<file path="src/rtl/core/pal_pkg.sv">
package pal_pkg;

  // list geometry
  localparam int CAPACITY = 16;
  localparam int IDX_W    = (CAPACITY > 1) ? $clog2(CAPACITY) : 1;
  localparam int CNT_W    = $clog2(CAPACITY + 1);

  // field widths
  localparam int MODE_W   = 3;
  localparam int POS_W    = 5;
  localparam int DATA_W   = 32;
  localparam int STATUS_W = 2;
  localparam int FOUND_W  = 4;
  localparam int COUNT_W  = 5;

  // compare width for position / count / cursor arithmetic
  localparam int CMP_W    = ((POS_W > CNT_W) ? POS_W : CNT_W) + 1;

  // request codes
  localparam logic [MODE_W-1:0] MD_INSERT = 3'd0;
  localparam logic [MODE_W-1:0] MD_REMOVE = 3'd1;
  localparam logic [MODE_W-1:0] MD_SEARCH = 3'd2;
  localparam logic [MODE_W-1:0] MD_READ   = 3'd3;
  localparam logic [MODE_W-1:0] MD_CLEAR  = 3'd4;

  typedef enum logic [STATUS_W-1:0] {
    ST_OK       = 2'd0,
    ST_RANGE    = 2'd1,
    ST_FULL     = 2'd2,
    ST_NOTFOUND = 2'd3
  } status_t;

  typedef enum logic [2:0] {
    CUR_HOLD = 3'd0,
    CUR_CNT  = 3'd1,
    CUR_POS  = 3'd2,
    CUR_ZERO = 3'd3,
    CUR_INC  = 3'd4,
    CUR_DEC  = 3'd5
  } cur_op_t;

  typedef enum logic [1:0] {
    CNT_HOLD = 2'd0,
    CNT_INC  = 2'd1,
    CNT_DEC  = 2'd2,
    CNT_CLR  = 2'd3
  } cnt_op_t;

  // read address relative to the next cursor value
  typedef enum logic [1:0] {
    RD_CUR  = 2'd0,
    RD_PREV = 2'd1,
    RD_NEXT = 2'd2
  } rd_sel_t;

  typedef struct packed {
    logic    capture;
    cur_op_t cur_op;
    cnt_op_t cnt_op;
    rd_sel_t rd_sel;
    logic    mem_we;
    logic    wr_val;
    logic    set_st;
    status_t st;
    logic    set_found;
    logic    set_data;
    logic    push;
  } cmd_t;

  typedef struct packed {
    logic [MODE_W-1:0] mode;
    logic              pos_gt_cnt;
    logic              pos_eq_cnt;
    logic              pos_last;
    logic              cnt_full;
    logic              cnt_zero;
    logic              up_last;
    logic              dn_last;
    logic              scan_last;
    logic              match;
    logic              out_free;
  } flags_t;

endpackage

</file>
<file path="src/rtl/core/pal_if.sv">
interface pal_in_if import pal_pkg::*; ();
  logic                     valid;
  logic                     ready;
  logic [MODE_W-1:0]        mode;
  logic [POS_W-1:0]         position;
  logic signed [DATA_W-1:0] item_value;

  modport source (output valid, mode, position, item_value, input ready);
  modport sink   (input valid, mode, position, item_value, output ready);
endinterface

interface pal_out_if import pal_pkg::*; ();
  logic                     valid;
  logic                     ready;
  logic [STATUS_W-1:0]      status;
  logic [FOUND_W-1:0]       found_position;
  logic signed [DATA_W-1:0] read_data;
  logic [COUNT_W-1:0]       count_after;

  modport source (output valid, status, found_position, read_data, count_after, input ready);
  modport sink   (input valid, status, found_position, read_data, count_after, output ready);
endinterface

</file>
<file path="src/rtl/core/positional_array_list.sv">
// Steps: insert shifts the entries from the position on up by one, then writes
//   the item; remove shifts the later entries down (a last entry only lowers the
//   count); search scans from entry 0 to a match or the list end; read fetches
//   the entry; clear and a range, full or unused-mode request end at decode. The
//   shift moves one entry per cycle; a new request waits until the result is pushed.
// Reset: synchronous, active low; clears the entry count and the handshakes.
//   Entry storage is not cleared and needs no clearing pass.
module positional_array_list import pal_pkg::*; (
  input  logic      clk,
  input  logic      rst_n,
  pal_in_if.sink    in_ch,
  pal_out_if.source out_ch
);

  cmd_t   cmd;
  flags_t flags;
  logic   in_ready;

  // sequencer: one request at a time; a finished result sits in the output
  // register while the next request is taken and worked on
  pal_ctrl u_ctrl (
    .clk      (clk),
    .rst_n    (rst_n),
    .in_valid (in_ch.valid),
    .in_ready (in_ready),
    .flags    (flags),
    .cmd      (cmd)
  );

  // entry memory (one write, one registered read per cycle), count, cursor,
  // pending result and output register
  pal_dp u_dp (
    .clk           (clk),
    .rst_n         (rst_n),
    .in_mode       (in_ch.mode),
    .in_position   (in_ch.position),
    .in_item_value (in_ch.item_value),
    .cmd           (cmd),
    .flags         (flags),
    .out_ch        (out_ch)
  );

  assign in_ch.ready = in_ready;

endmodule

</file>
<file path="src/rtl/core/pal_ctrl.sv">
module pal_ctrl import pal_pkg::*; (
  input  logic   clk,
  input  logic   rst_n,
  input  logic   in_valid,
  output logic   in_ready,
  input  flags_t flags,
  output cmd_t   cmd
);

  typedef enum logic [7:0] {
    S_IDLE   = 8'b0000_0001,
    S_DECODE = 8'b0000_0010,
    S_UP     = 8'b0000_0100,
    S_PUT    = 8'b0000_1000,
    S_DN     = 8'b0001_0000,
    S_SCAN   = 8'b0010_0000,
    S_RDW    = 8'b0100_0000,
    S_DONE   = 8'b1000_0000
  } state_t;

  state_t state_r, state_nxt;

  always_ff @(posedge clk) begin
    if (!rst_n) begin
      state_r <= S_IDLE;
    end else begin
      state_r <= state_nxt;
    end
  end

  assign in_ready = (state_r == S_IDLE);

  always_comb begin
    state_nxt = state_r;
    cmd       = '0;
    cmd.cur_op = CUR_HOLD;
    cmd.cnt_op = CNT_HOLD;
    cmd.rd_sel = RD_CUR;
    cmd.st     = ST_OK;
    case (state_r)
      S_IDLE: begin
        if (in_valid) begin
          cmd.capture = 1'b1;
          state_nxt   = S_DECODE;
        end
      end
      S_DECODE: begin
        state_nxt = S_DONE;
        case (flags.mode)
          MD_INSERT: begin
            if (flags.pos_gt_cnt) begin
              cmd.set_st = 1'b1;
              cmd.st     = ST_RANGE;
            end else if (flags.cnt_full) begin
              cmd.set_st = 1'b1;
              cmd.st     = ST_FULL;
            end else begin
              cmd.cur_op = CUR_CNT;
              cmd.rd_sel = RD_PREV;
              state_nxt  = flags.pos_eq_cnt ? S_PUT : S_UP;
            end
          end
          MD_REMOVE: begin
            if (flags.pos_gt_cnt || flags.pos_eq_cnt) begin
              cmd.set_st = 1'b1;
              cmd.st     = ST_RANGE;
            end else if (flags.pos_last) begin
              cmd.cnt_op = CNT_DEC;
            end else begin
              cmd.cur_op = CUR_POS;
              cmd.rd_sel = RD_NEXT;
              state_nxt  = S_DN;
            end
          end
          MD_SEARCH: begin
            if (flags.cnt_zero) begin
              cmd.set_st = 1'b1;
              cmd.st     = ST_NOTFOUND;
            end else begin
              cmd.cur_op = CUR_ZERO;
              cmd.rd_sel = RD_CUR;
              state_nxt  = S_SCAN;
            end
          end
          MD_READ: begin
            if (flags.pos_gt_cnt || flags.pos_eq_cnt) begin
              cmd.set_st = 1'b1;
              cmd.st     = ST_RANGE;
            end else begin
              cmd.cur_op = CUR_POS;
              cmd.rd_sel = RD_CUR;
              state_nxt  = S_RDW;
            end
          end
          MD_CLEAR: begin
            cmd.cnt_op = CNT_CLR;
          end
          default: begin
          end
        endcase
      end
      S_UP: begin
        cmd.mem_we = 1'b1;
        cmd.cur_op = CUR_DEC;
        cmd.rd_sel = RD_PREV;
        if (flags.up_last) begin
          state_nxt = S_PUT;
        end
      end
      S_PUT: begin
        cmd.mem_we = 1'b1;
        cmd.wr_val = 1'b1;
        cmd.cnt_op = CNT_INC;
        state_nxt  = S_DONE;
      end
      S_DN: begin
        cmd.mem_we = 1'b1;
        cmd.cur_op = CUR_INC;
        cmd.rd_sel = RD_NEXT;
        if (flags.dn_last) begin
          cmd.cnt_op = CNT_DEC;
          state_nxt  = S_DONE;
        end
      end
      S_SCAN: begin
        if (flags.match) begin
          cmd.set_found = 1'b1;
          state_nxt     = S_DONE;
        end else if (flags.scan_last) begin
          cmd.set_st = 1'b1;
          cmd.st     = ST_NOTFOUND;
          state_nxt  = S_DONE;
        end else begin
          cmd.cur_op = CUR_INC;
          cmd.rd_sel = RD_CUR;
        end
      end
      S_RDW: begin
        cmd.set_data = 1'b1;
        state_nxt    = S_DONE;
      end
      S_DONE: begin
        if (flags.out_free) begin
          cmd.push  = 1'b1;
          state_nxt = S_IDLE;
        end
      end
      default: begin
        state_nxt = S_IDLE;
      end
    endcase
  end

endmodule

</file>
<file path="src/rtl/core/pal_dp.sv">
module pal_dp import pal_pkg::*; (
  input  logic                     clk,
  input  logic                     rst_n,
  input  logic [MODE_W-1:0]        in_mode,
  input  logic [POS_W-1:0]         in_position,
  input  logic signed [DATA_W-1:0] in_item_value,
  input  cmd_t                     cmd,
  output flags_t                   flags,
  pal_out_if.source                out_ch
);

  // request
  logic [MODE_W-1:0] mode_r;
  logic [POS_W-1:0]  pos_r;
  logic [DATA_W-1:0] val_r;

  // list state
  logic [DATA_W-1:0] mem [CAPACITY];
  logic [DATA_W-1:0] rdata_r;
  logic [CNT_W-1:0]  cnt_r, cnt_nxt;
  logic [CNT_W-1:0]  cur_r, cur_nxt;
  logic [CNT_W-1:0]  rd_full;
  logic [IDX_W-1:0]  rd_addr;
  logic [DATA_W-1:0] wdata;

  // pending result
  status_t           st_r;
  logic [FOUND_W-1:0] found_r;
  logic [DATA_W-1:0] data_r;

  // output register
  logic                out_valid_r;
  logic [STATUS_W-1:0] out_status_r;
  logic [FOUND_W-1:0]  out_found_r;
  logic [DATA_W-1:0]   out_data_r;
  logic [COUNT_W-1:0]  out_count_r;

  always_ff @(posedge clk) begin
    if (cmd.capture) begin
      mode_r <= in_mode;
      pos_r  <= in_position;
      val_r  <= in_item_value;
    end
  end

  always_comb begin
    case (cmd.cur_op)
      CUR_CNT:  cur_nxt = cnt_r;
      CUR_POS:  cur_nxt = CNT_W'(pos_r);
      CUR_ZERO: cur_nxt = '0;
      CUR_INC:  cur_nxt = cur_r + CNT_W'(1);
      CUR_DEC:  cur_nxt = cur_r - CNT_W'(1);
      default:  cur_nxt = cur_r;
    endcase
  end

  always_comb begin
    case (cmd.cnt_op)
      CNT_INC: cnt_nxt = cnt_r + CNT_W'(1);
      CNT_DEC: cnt_nxt = cnt_r - CNT_W'(1);
      CNT_CLR: cnt_nxt = '0;
      default: cnt_nxt = cnt_r;
    endcase
  end

  always_ff @(posedge clk) begin
    if (!rst_n) begin
      cnt_r <= '0;
    end else begin
      cnt_r <= cnt_nxt;
    end
  end

  always_ff @(posedge clk) begin
    cur_r <= cur_nxt;
  end

  // read address follows the cursor value of the next cycle
  always_comb begin
    case (cmd.rd_sel)
      RD_PREV: rd_full = cur_nxt - CNT_W'(1);
      RD_NEXT: rd_full = cur_nxt + CNT_W'(1);
      default: rd_full = cur_nxt;
    endcase
  end

  assign rd_addr = rd_full[IDX_W-1:0];
  assign wdata   = cmd.wr_val ? val_r : rdata_r;

  always_ff @(posedge clk) begin
    if (cmd.mem_we) begin
      mem[cur_r[IDX_W-1:0]] <= wdata;
    end
    rdata_r <= mem[rd_addr];
  end

  always_ff @(posedge clk) begin
    if (cmd.capture) begin
      st_r    <= ST_OK;
      found_r <= '0;
      data_r  <= '0;
    end else begin
      if (cmd.set_st) begin
        st_r <= cmd.st;
      end
      if (cmd.set_found) begin
        found_r <= FOUND_W'(cur_r);
      end
      if (cmd.set_data) begin
        data_r <= rdata_r;
      end
    end
  end

  always_ff @(posedge clk) begin
    if (!rst_n) begin
      out_valid_r <= 1'b0;
    end else if (cmd.push) begin
      out_valid_r <= 1'b1;
    end else if (out_ch.ready) begin
      out_valid_r <= 1'b0;
    end
  end

  always_ff @(posedge clk) begin
    if (cmd.push) begin
      out_status_r <= st_r;
      out_found_r  <= found_r;
      out_data_r   <= data_r;
      out_count_r  <= COUNT_W'(cnt_r);
    end
  end

  assign out_ch.valid          = out_valid_r;
  assign out_ch.status         = out_status_r;
  assign out_ch.found_position = out_found_r;
  assign out_ch.read_data      = out_data_r;
  assign out_ch.count_after    = out_count_r;

  always_comb begin
    flags.mode       = mode_r;
    flags.pos_gt_cnt = CMP_W'(pos_r) > CMP_W'(cnt_r);
    flags.pos_eq_cnt = CMP_W'(pos_r) == CMP_W'(cnt_r);
    flags.pos_last   = (CMP_W'(pos_r) + CMP_W'(1)) == CMP_W'(cnt_r);
    flags.cnt_full   = CMP_W'(cnt_r) == CMP_W'(CAPACITY);
    flags.cnt_zero   = (cnt_r == '0);
    flags.up_last    = CMP_W'(cur_r) == (CMP_W'(pos_r) + CMP_W'(1));
    flags.dn_last    = (CMP_W'(cur_r) + CMP_W'(2)) == CMP_W'(cnt_r);
    flags.scan_last  = (CMP_W'(cur_r) + CMP_W'(1)) == CMP_W'(cnt_r);
    flags.match      = (rdata_r == val_r);
    flags.out_free   = !out_valid_r || out_ch.ready;
  end

endmodule
</file>
<file path="src/flat_wrapper.sv">
// flat-port wrapper written by rule: the top's interface ports become plain ports
module positional_array_list_flat import pal_pkg::*;
  (clk, rst_n, in_ch_valid, in_ch_mode, in_ch_position, in_ch_item_value, in_ch_ready, out_ch_valid, out_ch_status, out_ch_found_position, out_ch_read_data, out_ch_count_after, out_ch_ready);
  pal_in_if in_ch_i ();
  pal_out_if out_ch_i ();
  input  logic clk;
  input  logic rst_n;
  input wire logic [$bits(in_ch_i.valid)-1:0] in_ch_valid;
  input wire logic [$bits(in_ch_i.mode)-1:0] in_ch_mode;
  input wire logic [$bits(in_ch_i.position)-1:0] in_ch_position;
  input wire logic [$bits(in_ch_i.item_value)-1:0] in_ch_item_value;
  output wire logic [$bits(in_ch_i.ready)-1:0] in_ch_ready;
  output wire logic [$bits(out_ch_i.valid)-1:0] out_ch_valid;
  output wire logic [$bits(out_ch_i.status)-1:0] out_ch_status;
  output wire logic [$bits(out_ch_i.found_position)-1:0] out_ch_found_position;
  output wire logic [$bits(out_ch_i.read_data)-1:0] out_ch_read_data;
  output wire logic [$bits(out_ch_i.count_after)-1:0] out_ch_count_after;
  input wire logic [$bits(out_ch_i.ready)-1:0] out_ch_ready;
  assign in_ch_i.valid = in_ch_valid;
  assign in_ch_i.mode = in_ch_mode;
  assign in_ch_i.position = in_ch_position;
  assign in_ch_i.item_value = in_ch_item_value;
  assign in_ch_ready = in_ch_i.ready;
  assign out_ch_valid = out_ch_i.valid;
  assign out_ch_status = out_ch_i.status;
  assign out_ch_found_position = out_ch_i.found_position;
  assign out_ch_read_data = out_ch_i.read_data;
  assign out_ch_count_after = out_ch_i.count_after;
  assign out_ch_i.ready = out_ch_ready;
  positional_array_list u_core (.clk(clk), .rst_n(rst_n), .in_ch(in_ch_i), .out_ch(out_ch_i));
endmodule
</file>
<file path="config.mk">
export PLATFORM = sky130hd
export DESIGN_NAME = positional_array_list_flat
export DESIGN_NICKNAME = d
export VERILOG_FILES = /design/src/rtl/core/pal_pkg.sv /design/src/rtl/core/pal_if.sv /design/src/rtl/core/positional_array_list.sv /design/src/rtl/core/pal_ctrl.sv /design/src/rtl/core/pal_dp.sv /design/src/flat_wrapper.sv
export SDC_FILE = /design/constraint.sdc
export NUM_CORES = 1
export LEC_CHECK = 0
export BUFFER_PORTS_ARGS = -buffer_cell sky130_fd_sc_hd__buf_2
export CORE_UTILIZATION = 40
export DETAILED_ROUTE_END_ITERATION = 8
export PLACE_DENSITY = 0.58
export SLEW_MARGIN = 15
export SYNTH_ARGS = -nofsm -noshare
export SYNTH_HDL_FRONTEND = slang
export SYNTH_SLANG_ARGS = --single-unit
</file>
<file path="constraint.sdc">
create_clock -name clk -period 15.8 [get_ports clk]
set_input_delay 1.58 -clock clk [delete_from_list [all_inputs] [get_ports clk]]
set_output_delay 1.58 -clock clk [all_outputs]
set_load 0.03 [all_outputs]
</file>
# Yosys cells after proc, flatten, opt, wreduce, memory -nomap -nowiden
# Memory sizes are Yosys's and may differ from the RTL's. A register that Yosys moved wholly into a read port is not among the register bits.
# Index checks and enable logic that the tools add are counted.
# W data, S select, Z words.
# word_totals
regBits,140
mem_bits_rw,512
in_bits,44
out_inout_bits,45
word_cells,129
mem_count,1
# mem_list
memory,depth,word_bits,read_ports,rd_clocked_by_memory_dff,write_ports,line_no,source
u_core.u_dp.mem,16,32,1,1,1,pal_dp.sv:18,logic [DATA_W-1:0] mem [CAPACITY];
# op_classes
n_addsub,9
order_cmp,1
eq_ne,34
muxes,59
reduce_logical,11
# ops
op,n
$mux W8,12
$pmux W8 S7,1
$eq A32 B32 Y1,1
$mux W32,1
$pmux W8 S4,1
$pmux W5 S5,1
$mux W3,8
$pmux W3 S4,2
$eq A6 B5 Y1,3
$mux W1,17
$pmux W5 S3,1
$add A5 B1 Y6 const B,2
$eq A3 B2 Y1 const B,4
$mux W2,6
$pmux W2 S3,2
$add A5 B1 Y5 const B,2
$sub A5 B1 Y5 const B,2
$eq A3 B3 Y1 const B,3
$pmux W3 S3,1
$eq A8 B1 Y1 const B,1
$eq A8 B2 Y1 const B,1
$eq A8 B3 Y1 const B,1
$eq A8 B4 Y1 const B,1
$eq A8 B5 Y1 const B,1
other kinds (30),39

# Logic depth before layout (Yosys ltp)
# logic_depth
depth_word,10
depth_mapped,24
depth_no_buf,19

# Modules after synthesis
# Synthesis repeated with hierarchy kept, for this count alone.
# hier_totals
cells_unflattened,1702
hier_area_um2,27614.0
# by_module_without_submodules
mod,n_inst,cells_each,area_per_inst_um2,seq_area_each_um2
pal_dp,1,1596,26837.0,19498.7
pal_ctrl,1,106,777.0,160.2

# Worst setup path after synthesis
# No wires, ideal clock.
# synth_path
kind,reg2reg
startpoint,reg u_core.u_dp.cnt_r[3]
endpoint,reg u_core.u_dp.rdata_r[10] (read register of u_core.u_dp.mem)
setup_time_ns,0.117
t_arrival_ns,4.876
t_required_ns,15.683
slack_ns,10.807
stages_incl_launch_ff,24
n_path_buf,4
synth_period_minus_slack_ns,4.993
path_cell_list,dfxtp_1 > clkbuf_1 > inv_1 > ha_1 > a21o_1 > a21oi_1 > o211ai_1 > a21o_1 > or3_1 > a221oi_2 > or3_1 > buf_2 > clkbuf_1 > inv_1 > ha_1 > a21oi_1 > xnor2_1 > nor2_1 > a31oi_1 > a31oi_4 > xnor2_2 > clkbuf_1 > o211ai_1 > a32o_1
# synth_via
elab_chain_cells,9
word_cells_on_any_way,33
cone_classes,2 x add/sub; 1 x order compare; 11 x eq/ne; 17 x mux; 2 x reduce/logical
# synth_lines
element,line_no,source
from (decl),pal_dp.sv:20,"logic [CNT_W-1:0] cnt_r, cnt_nxt;"
from (signal assigned),pal_dp.sv:70,cnt_r <= cnt_nxt;
"$gt A5 B5 Y1, or another cell as far along",pal_dp.sv:142,flags.pos_gt_cnt = CMP_W'(pos_r) > CMP_W'(cnt_r);
"$logic_or A1 B1 Y1, or another cell as far along","pal_ctrl.sv:64, pal_ctrl.sv:86",
"$mux W7, or another cell as far along",pal_ctrl.sv:64,if (flags.pos_gt_cnt || flags.pos_eq_cnt) begin
$pmux W3 S4,pal_ctrl.sv:49,case (flags.mode)
$pmux W3 S4 *,pal_ctrl.sv:40,case (state_r)
"$eq A3 B3 Y1, or another cell as far along",pal_dp.sv:47,case (cmd.cur_op)
$pmux W5 S5 *,pal_dp.sv:47,
net u_core.u_dp.cur_nxt[2],pal_dp.sv:21,"logic [CNT_W-1:0] cur_r, cur_nxt;"
$add A4 B1 Y4 or $sub A4 B1 Y4 (tied branches),"pal_dp.sv:82, pal_dp.sv:81",
$pmux W4 S2 *,pal_dp.sv:80,case (cmd.rd_sel)
to (decl),pal_dp.sv:19,logic [DATA_W-1:0] rdata_r;
# The timed path passes the listed nets; every way through them passes the cells marked *.
# A chain may end at the register's enable or synchronous reset.

# Final worst setup path
# layout_path
startpoint,reg u_core.u_dp.rdata_r[9] (read register of u_core.u_dp.mem)
endpoint,reg u_core.u_dp.rdata_r[9] (read register of u_core.u_dp.mem)
# layout_via
elab_chain_cells,7
word_cells_on_any_way,12
cone_classes,2 x add/sub; 6 x eq/ne; 4 x mux
# layout_lines
element,line_no,source
$eq A32 B32 Y1 *,pal_dp.sv:150,flags.match = (rdata_r == val_r);
$mux W3 *,pal_ctrl.sv:126,if (flags.match) begin
$pmux W3 S4 *,pal_ctrl.sv:40,
"$eq A3 B3 Y1, or another cell as far along",pal_dp.sv:47,
$pmux W5 S5 *,pal_dp.sv:47,
net u_core.u_dp.cur_nxt[2],pal_dp.sv:21,
$add A4 B1 Y4 or $sub A4 B1 Y4 (tied branches),"pal_dp.sv:82, pal_dp.sv:81",
$pmux W4 S2 *,pal_dp.sv:80,
# Marks and branches as above.

==> key figures <==
Final layout
  – N_diodes: 0
  – Final instance area: 33700 um2
  – Fin util: 45.9%
  – Layout cells sized above 1: 19.1%
  – Area Growth Syn to Fin: 12.8%
  – Nets: 2256

Setup path
  – R2R Setup Slk: 8.46 ns
  – R2r startpoint: u_core.u_dp.rdata_r[9]$_DFF_P_
  – Worst r2r path cells: 20
  – Required time of the critical path: 16.35 ns
  – CP startpoint: u_core.u_dp.rdata_r[9]$_DFF_P_
  – CP arrival: 7.89 ns
  – WS Path Type: reg -> reg
  – Crit-path max FO: 210
  – Crit start category: flop
  – Worst reg2reg path endpoint: u_core.u_dp.rdata_r[9]$_DFF_P_
  – Endpoint class of the critical path: flop
  – Worst Setup EP: u_core.u_dp.rdata_r[9]$_DFF_P_

Route
  – Antenna Violating Nets Remaining: 0
  – Initial DRC count: 1849
  – Detailed Route WL: 84100 um
  – DR DRC count: 0
  – Drt via density: 6.09
  – Drt first pass iters: 5
  – Post-DR wirelength/cell: 26.3 um
  – DR vias: 19500

Floorplanning
  – Die X-Extent: 275 um
  – Die area: 75900 um2
  – Boundary Pins: 89
  – Initial Utilization: 40.7%
  – Die Span Y: 275 um
  – Core box area: 73500 um2
  – Row count: 99

Place
  – Placed Area: 31400 um2
  – DP HPWL: 44500 um
  – Final Wtd Congestion: 0.875
  – DP Worst Slack: 8.65 ns
  – PortBufs: 88

Clock network
  – Clk root buf: clkbuf_16
  – Cts hold-fix bufs: 0
  – CTS tree: done
  – CTS max path bufs: 3
  – CTS sink cnt: 684
  – Total CTS buffers: 73
  – CTS clk-pin slew, worst paths: 0.06 ns
  – H-tree depth: 3
  – # resized after CTS: 0
  – Clk_lat worst skew: 0.62 ns
  – Post-CTS Setup Bufs: 0

Power and ir drop
  – LEAKAGE: 11.2 nW
  – Pwr Density: 205 nW/um2
  – Max VDD drop: 0.000382 V

STA
  – Fin Setup TNS: 0 ns
  – Hold_ws: 0.430 ns
  – Clock period minus worst slack: 7.34 ns
  – Max-slew headroom: 27.2%
  – Final setup fails: 0
  – RSZ-0062 raised after global routing: no
  – Layout Skew: 0.0221 ns
  – Final worst-path cycle share: 46.5%
  – Slew at the pin closest to its max-slew limit: 1.09 ns
  – Fin worst setup slack: 8.46 ns
  – Final hold violation count: 0
  – Max Fclk: 136 MHz
  – Final Slew Violations: 0

Yosys
  – Syn_nets: 2213
  – Post-Syn Instances: 2146
  – Most used flip-flop cell after synthesis: edfxtp_1
  – Seq/Total Area, Yosys: 65.7%
  – Yosys top cell area share: 59.8%
  – Mapped Area: 29900 um2
  – Cell variety after synth: 65
  – Post-synth top area cell: edfxtp_1
  – Synth async-reset ratio: 0%
  – Post-synth top cells: edfxtp_1 (596), nand2_1 (220), a22oi_1 (169)
  – Ys Warns: 0
  – Number of flops mapped to enable cells by yosys: 596
  – Post-synthesis area per instance: 13.9 um2
  – FF+latch count, synth: 684
  – Synth area leaders: edfxtp_1 (60%), dfxtp_1 (5.9%), mux2_2 (5.6%)
  – Count leader, synth: edfxtp_1

Hold path
  – HP Class: reg -> reg
  – Hold depth: 0

Global routing
  – Vias in the first global route: 19300
  – Antenna violations before repair: 3
  – Largest net degree at the start of global routing: 211
  – Global-route wire length before repair: 124000 um
  – Total gr overflow: 0
  – Total Routing Usage GR: 22.1%

Run
  – Maxcap violations: 0

Outcome
  – Outcome: complete, no violations
registers in the layout (all words and copies together) (netlist names):
register	flops
u_core.u_dp.out_ch.status	2
u_core.u_dp.mode_r	3
u_core.u_dp.out_ch.read_data	32
u_core.u_dp.data_r	32
u_core.u_ctrl.state_r	8
u_core.u_dp.out_ch.valid	1
u_core.u_dp.cur_r	5
u_core.u_dp.cnt_r	5
u_core.u_dp.out_ch.found_position	4
u_core.u_dp.rdata_r	32
u_core.u_dp.found_r	4
u_core.u_dp.mem	512
u_core.u_dp.out_ch.count_after	5
u_core.u_dp.pos_r	5
u_core.u_dp.val_r	32
u_core.u_dp.st_r	2
cell type report:
type	instances	area [um2]
flip-flops and latches	684	19700
fillers	6445	39700
clock inverters	29	231
repair buffers	128	753
clock buffers	101	2080
multi-input cells	1285	9740
inverters	17	63.8
well taps	959	1200
cells by family after synthesis:
kind of cell,share of synthesized area [%]
adder cells (fa/ha/maj),1.04
AND/OR/NAND/NOR,5.25
multiplexers,9.02
XOR/XNOR,1.92
flip-flops,65.7
buffers and inverters,2.47
AO/OA/AOI/OAI,14.6
cells in the final DEF (no fill, tap or decap), drive strengths merged, types with 6 or more instances in the layout:
master,netlist,layout
o211ai,87,87
nand4,11,11
a21o,7,7
a31oi,39,39
nor2,42,42
nand2,221,221
nand3,9,9
xor2,13,13
o21ai,84,84
o221ai,12,12
clkbuf,94,101
inv,17,21
nor4,6,6
ha,20,20
a21oi,53,53
or3,7,7
buf,66,128
edfxtp,596,596
nor3,14,14
xnor2,49,49
a221oi,90,90
mux2,149,149
nand2b,9,9
a22oi,170,170
a32o,32,32
clkinv,0,21
mux2i,102,102
dfxtp,88,88
critical path, cell delays in order, from the launching register on:
cell	delay, ns
dfxtp_1	0.43
xnor2_1	0.51
nand4_1	0.34
nor4_1	0.89
a21o_1	0.34
o21ai_4	0.13
nor3_1	0.41
or3_2	0.20
buf_4	0.63
inv_1	0.15
ha_1	0.36
xnor2_1	0.34
nand2_1	0.15
o41ai_4	0.07
buf_4	0.52
buf_12	0.77
a22oi_1	0.15
o21ai_0	0.14
mux2i_1	0.09
a31oi_1	0.29
a32o_1	0.16
stage by stage:
| stage | instances | power, mW |
|---|---|---|
| final | 3203 | 6.93 |
| after global routing | 3203 | 7.24 |
| after CTS | 3203 | 6.93 |
| after detailed placement | 3073 | 5.27 |
| after global placement | 3073 | 5.22 |
| after floorplan | 2146 | 4.41 |
report_power, final:
group          leakage, nW  total, mW  internal, mW  switching [mW]
logic                 3.92       2.80          1.03            1.78
registers             6.11       2.46          2.29           0.174
clock network         1.15       1.66         0.970           0.691
how the worst min path moves through the flow:
stage	from	to
2_1_floorplan	u_core.u_dp.st_r[1]$_SDFFE_PP0P_	u_core.u_dp.out_ch.status[1]$_DFFE_PP_
3_3_place_gp	u_core.u_dp.data_r[25]$_SDFFE_PP0N_	u_core.u_dp.out_ch.read_data[25]$_DFFE_PP_
3_5_place_dp	u_core.u_dp.data_r[10]$_SDFFE_PP0N_	u_core.u_dp.out_ch.read_data[10]$_DFFE_PP_
4_1_cts	u_core.u_dp.data_r[10]$_SDFFE_PP0N_	u_core.u_dp.out_ch.read_data[10]$_DFFE_PP_
5_1_grt	u_core.u_dp.data_r[21]$_SDFFE_PP0N_	u_core.u_dp.out_ch.read_data[21]$_DFFE_PP_
6_report	u_core.u_dp.data_r[21]$_SDFFE_PP0N_	u_core.u_dp.out_ch.read_data[21]$_DFFE_PP_
routing by layer:
layer	part of all wire [%]	track usage [%]	vias to the layer above
met5	0	0	-
met1	44	30.5	9935
met4	2.5	7.87	0
li1	-	-	8602
met2	46	34.8	807
met3	7.9	3.91	150
Note: power is estimated with default switching activity, not from simulation.
